## config.mk

```make
export PLATFORM = sky130hd
export DESIGN_NAME = cste_front_flat
export DESIGN_NICKNAME = d
export VERILOG_FILES = /design/src/rtl/cste_pkg.sv /design/src/rtl/cste_if.sv /design/src/rtl/cste_front.sv /design/src/flat_wrapper.sv
export SDC_FILE = /design/constraint.sdc
export NUM_CORES = 1
export LEC_CHECK = 0
export ABC_AREA = 1
export BUFFER_PORTS_ARGS = -buffer_cell sky130_fd_sc_hd__buf_2
export CAP_MARGIN = 25
export CORE_MARGIN = 2
export CORE_UTILIZATION = 40
export CTS_CLUSTER_SIZE = 30
export DETAILED_ROUTE_END_ITERATION = 10
export SLEW_MARGIN = 10
export SYNTH_ARGS = -nofsm -noshare
export SYNTH_HDL_FRONTEND = slang
export SYNTH_SLANG_ARGS = --single-unit
```

## constraint.sdc

```tcl
create_clock -name clk -period 31.4 [get_ports clk]
set_input_delay 3.14 -clock clk [delete_from_list [all_inputs] [get_ports clk]]
set_output_delay 3.14 -clock clk [all_outputs]
set_load 0.05 [all_outputs]
```

## src/rtl/cste_pkg.sv

```systemverilog
`timescale 1ns / 1ps
// shared types and constants of the cubic spline table evaluator
// no dependencies
package cste_pkg;

    localparam int MAX_POINTS_DEF = 64;
    localparam int FRAC_BITS_DEF  = 16;
    localparam int DATA_W         = 32;
    localparam int IDX_W          = 6;
    localparam int CFG_W          = 7;
    localparam int STATUS_W       = 2;
    localparam int QUEUE_DEPTH    = 2;
    localparam int ENTRY_W        = 3 * DATA_W;

    localparam logic [CFG_W-1:0]    ACTIVE_POINTS_RST = CFG_W'(2);
    localparam logic [STATUS_W-1:0] ST_INSIDE = 2'd0;
    localparam logic [STATUS_W-1:0] ST_BELOW  = 2'd1;
    localparam logic [STATUS_W-1:0] ST_ABOVE  = 2'd2;

    typedef enum logic [1:0] {
        OP_LOAD,
        OP_QUERY,
        OP_DROP
    } op_t;

    typedef struct packed {
        op_t                      op;
        logic [IDX_W-1:0]         knot_index;
        logic signed [DATA_W-1:0] coordinate;
        logic signed [DATA_W-1:0] value;
        logic signed [DATA_W-1:0] curvature;
        logic signed [DATA_W:0]   point_abs;
    } item_t;

endpackage

```

## src/rtl/cste_if.sv

```systemverilog
`timescale 1ns / 1ps
// input and result channel interfaces
// depends on cste_pkg
interface cste_in_if;
    import cste_pkg::*;
    logic                      valid;
    logic                      ready;
    logic                      action;
    logic [IDX_W-1:0]          knot_index;
    logic signed [DATA_W-1:0]  knot_coordinate;
    logic signed [DATA_W-1:0]  knot_value;
    logic signed [DATA_W-1:0]  knot_curvature;
    logic signed [DATA_W-1:0]  query_point;
    modport source (output valid, action, knot_index, knot_coordinate, knot_value,
                    knot_curvature, query_point, input ready);
    modport sink (input valid, action, knot_index, knot_coordinate, knot_value,
                  knot_curvature, query_point, output ready);
endinterface


```

## src/rtl/cste_front.sv

```systemverilog
`timescale 1ns / 1ps
// front end: accepts items, classifies them and queues them for the back end
// depends on cste_pkg and cste_if
module cste_front #(
    parameter int MAX_POINTS = cste_pkg::MAX_POINTS_DEF
) (
    input  logic            clk,
    input  logic            rst_n,
    cste_in_if.sink         in_ch,
    output logic            q_valid,
    output cste_pkg::item_t q_item,
    input  logic            q_pop
);
    import cste_pkg::*;

    localparam int PTR_W = $clog2(QUEUE_DEPTH);

    item_t              slot_reg [QUEUE_DEPTH];
    logic [PTR_W-1:0]   wr_ptr_reg;
    logic [PTR_W-1:0]   rd_ptr_reg;
    logic [PTR_W:0]     count_reg;
    item_t              cls;
    logic               push;
    logic               pop;

    always_comb
    begin
        cls.knot_index = in_ch.knot_index;
        cls.coordinate = in_ch.knot_coordinate;
        cls.value      = in_ch.knot_value;
        cls.curvature  = in_ch.knot_curvature;
        if (in_ch.query_point < 0)
        begin
            cls.point_abs = -{in_ch.query_point[DATA_W-1], in_ch.query_point};
        end
        else
        begin
            cls.point_abs = {in_ch.query_point[DATA_W-1], in_ch.query_point};
        end
        if (in_ch.action)
        begin
            cls.op = OP_QUERY;
        end
        else if (32'(in_ch.knot_index) < MAX_POINTS)
        begin
            cls.op = OP_LOAD;
        end
        else
        begin
            cls.op = OP_DROP;
        end
    end

    assign in_ch.ready = (count_reg < (PTR_W+1)'(QUEUE_DEPTH));
    assign push    = in_ch.valid && in_ch.ready && (cls.op != OP_DROP);
    assign q_valid = (count_reg != '0);
    assign q_item  = slot_reg[rd_ptr_reg];
    assign pop     = q_pop && q_valid;

    always_ff @(posedge clk or negedge rst_n)
    begin
        if (!rst_n)
        begin
            wr_ptr_reg <= '0;
            rd_ptr_reg <= '0;
            count_reg  <= '0;
        end
        else
        begin
            if (push)
            begin
                slot_reg[wr_ptr_reg] <= cls;
                wr_ptr_reg <= wr_ptr_reg + 1'b1;
            end
            if (pop)
            begin
                rd_ptr_reg <= rd_ptr_reg + 1'b1;
            end
            if (push && !pop)
            begin
                count_reg <= count_reg + 1'b1;
            end
            else if (pop && !push)
            begin
                count_reg <= count_reg - 1'b1;
            end
        end
    end

endmodule

```

## src/flat_wrapper.sv

```systemverilog
// flat-port wrapper written by rule: the top's interface ports become plain ports
module cste_front_flat import cste_pkg::*;
#(
    parameter int MAX_POINTS = cste_pkg::MAX_POINTS_DEF
)
  (clk, rst_n, q_valid, q_item, q_pop, in_ch_valid, in_ch_action, in_ch_knot_index, in_ch_knot_coordinate, in_ch_knot_value, in_ch_knot_curvature, in_ch_query_point, in_ch_ready);
  cste_in_if in_ch_i ();
  input  logic clk;
  input  logic rst_n;
  output logic q_valid;
  output cste_pkg::item_t q_item;
  input  logic q_pop;
  input wire logic [$bits(in_ch_i.valid)-1:0] in_ch_valid;
  input wire logic [$bits(in_ch_i.action)-1:0] in_ch_action;
  input wire logic [$bits(in_ch_i.knot_index)-1:0] in_ch_knot_index;
  input wire logic [$bits(in_ch_i.knot_coordinate)-1:0] in_ch_knot_coordinate;
  input wire logic [$bits(in_ch_i.knot_value)-1:0] in_ch_knot_value;
  input wire logic [$bits(in_ch_i.knot_curvature)-1:0] in_ch_knot_curvature;
  input wire logic [$bits(in_ch_i.query_point)-1:0] in_ch_query_point;
  output wire logic [$bits(in_ch_i.ready)-1:0] in_ch_ready;
  assign in_ch_i.valid = in_ch_valid;
  assign in_ch_i.action = in_ch_action;
  assign in_ch_i.knot_index = in_ch_knot_index;
  assign in_ch_i.knot_coordinate = in_ch_knot_coordinate;
  assign in_ch_i.knot_value = in_ch_knot_value;
  assign in_ch_i.knot_curvature = in_ch_knot_curvature;
  assign in_ch_i.query_point = in_ch_query_point;
  assign in_ch_ready = in_ch_i.ready;
  cste_front #(.MAX_POINTS(MAX_POINTS)) u_core (.clk(clk), .rst_n(rst_n), .in_ch(in_ch_i), .q_valid(q_valid), .q_item(q_item), .q_pop(q_pop));
endmodule
```

==> impl_metrics.toml <==
[timing]
fmax_mhz = 153
rsz0062_at_grt = "false"
finalHoldViolCount = 0
fin_crit_ns = 6.54
period_share_pct = 20.8
skew_ns = 0.00999
final_max_slew_viol_count = 0
worst_slew_pin_slew_ns = 1.04
finalSetupViolations = 0
finalSetupTns_ns = 0
max_slew_margin_pct = 30.9

[clocking]
cts_tree = "built"
clock_latency_ns = 0.53
htreeDepth = 1
path_clk_slew_ns = 0.06
cts_hold_buf = 0
postCtsSetupBuffers = 0
clock_path_buffers = 3
cts_buffers = 29
cts_resized = 0
cts-root-buf = "clkbuf_16"
cts_sinks = 276

[placed_design]
numPortBuffers = 276
dp_hpwl_mm = 16.1
dp.cells = 1542
gp_congestion = 0.873

[worst_setup_path]
cp_common_cell = "nand2_1"
crit_slowest_cell = "dfrtp_4"
crit_type = "flop to primary output"
critical_path_buf_inv_count = 3
critical_path_arrival_ns = 3.40
worstPathMaxFanout = 79
cp_cell_sequence = "inv_4 -> buf_4 -> nand2_1 -> nand2_1 -> buf_2"
critPathMaxStageDelay_ns = 0.79
end_kind = "primary output"
crit_required_ns = 28.26
startpoint_type = "flop"
crit_family = "buffers and inverters"

[floorplanning]
chipWidth_um = 170
start_util_pct = 40.9
rows = 60
ioPinCount = 278
core_um2 = 27000
dieArea_um2 = 29000
die_h_um = 170

[route]
viasPerCell = 4.65
drc = 0
totalWireLength_mm = 24.8
drt_iter0_drc = 430
drt-wirelength-per-cell_um = 15.5
firstDrtPassIters = 5
ant_nets = 0
vias = 7442

[synth]
synth_seq_cells = 276
yosysWarnings = 0
syn_area_per_cell_um2 = 11.6
synth.distinct_cells = 26
synth_area_um2 = 11100
synth_seq_area_share_pct = 74.8
synthArstFlopShare_pct = 1.45
yosys-top-cells-count = "502 x nand2_1, 272 x edfxtp_1, 42 x nor2_1"
ys_top_cells_by_area = "edfxtp_1 74%, nand2_1 17%, nor2_1 1.4%, buf_2 0.95%, dfrtp_1 0.91%"
synth_enable_flop_cells = 272
synth_cells = 951
yosysTopAreaCellShare_pct = 73.9
synth_top_flop_cell = "edfxtp_1"
synth_top_area_cell = "edfxtp_1"
synth.most_common_cell = "nand2_1"

[global_routing]
grt_pass1_wl_mm = 37.2
antenna_found_initial = 4
grt_max_degree = 80
grt.overflow.total = 0
grt_pass1_vias = 7047
track_usage_pct = 16.5

[pwr]
p_clk_share_pct = 22.8
swShare_pct = 45.7
p_int_mw = 0.722
p_switching_mw = 0.608
comb_power_share_pct = 41.7
ir_drop_uv = 49.8
p_seq_share_pct = 35.5
pwr_density_cell_nw_per_um2 = 97.6
leakage_nw = 5.84

[layout]
areaGrowthSynthToFinish_pct = 23.3
utilization_pct = 50.4
finalNonFillerCells = 1600
largest_reg_flops = 272
finalNetCount = 1373
drive_above_1_share_pct = 27.5

[flow_run]
drv_cap = 0

[min_path]
hold_path.class = "flop to flop"

[outcome]
status = "finished clean"
==> cell type report <==
cell class,instances,area [um^2]
Fill cell,2478,13400
Inverter,28,108
Multi-Input combinational cell,615,2530
Sequential cell,276,8270
Antenna cell,4,10.0
Clock buffer,33,741
Timing Repair Buffer,282,1430
Clock inverter,21,106
Tap cell,341,427
==> cells in the final DEF, fill, tap and decap left out, types with 3 or more instances in the layout <==
master / count
o21ai_0: 7
inv_1: 25
nor3_2: 3
nor2_2: 7
nand2_1: 502
conb_1: 3
buf_2: 276
edfxtp_1: 272
xor2_1: 9
nor2_1: 42
diode_2: 4
xnor2_1: 10
nand2_2: 6
clkinvlp_4: 4
clkbuf_16: 29
clkinv_1: 10
nand3_1: 15
dfrtp_1: 3
clkbuf_1: 4
clkinv_2: 6
buf_4: 6
==> power by group through the flow <==
stage | Combinational [mW] | Clock, mW | Sequential [mW]
after floorplan | 0.436 | 0 | 0.475
after global placement | 0.560 | 0 | 0.481
after detailed placement | 0.562 | 0 | 0.481
after CTS | 0.563 | 0.313 | 0.474
after global routing | 0.591 | 0.326 | 0.478
final | 0.555 | 0.303 | 0.473
==> routing by layer <==
layer  share of wire (%)  global-route usage [%]
met5                   0                       0
met4                 2.4                    5.28
met3                 7.1                    3.28
met2                  48                    27.7
met1                  42                    21.6
==> kinds of logic (layout without fill, tap and decap cells) <==
group           after synthesis  in the layout  share of synthesized area [%]
simple gates                580            580                           20.5
fa+ha+maj                     2              2                          0.226
compound gates               11             11                          0.521
buf+inv                      62            364                           2.41
flops                       276            276                           74.8
other cells                   1              7                         0.0339
xor+xnor                     19             19                           1.51
==> metrics by stage <==
stage | total power, mW | setup WS (ns) | instance area (um^2) | hold WS (ns)
global placement | 1.04 | 25.34 | 12800 | 0.461
floorplan | 0.911 | 18.15 | 11100 | 0.446
global route | 1.40 | 24.59 | 13600 | 0.498
CTS | 1.35 | 24.73 | 13600 | 0.476
finish | 1.33 | 24.86 | 13600 | 0.472
detailed placement | 1.04 | 25.32 | 12800 | 0.465
==> final timing paths <==
check                                                start                               to  slack, ns  cells after the start
max                          u_core.rd_ptr_reg$_DFFE_PN0P_                       q_item[39]      24.86                      5
min                        u_core.count_reg[0]$_DFFE_PN0P_  u_core.count_reg[0]$_DFFE_PN0P_       0.47                      1
max reg2reg                  u_core.rd_ptr_reg$_DFFE_PN0P_    u_core.rd_ptr_reg$_DFFE_PN0P_      28.85                      3
min reg2reg                u_core.count_reg[0]$_DFFE_PN0P_  u_core.count_reg[0]$_DFFE_PN0P_       0.47                      1
max in group asynchronous                            rst_n    u_core.rd_ptr_reg$_DFFE_PN0P_      28.86                      1
min in group asynchronous                            rst_n    u_core.rd_ptr_reg$_DFFE_PN0P_       2.40                      1
Power figures use the tool's default switching activity.
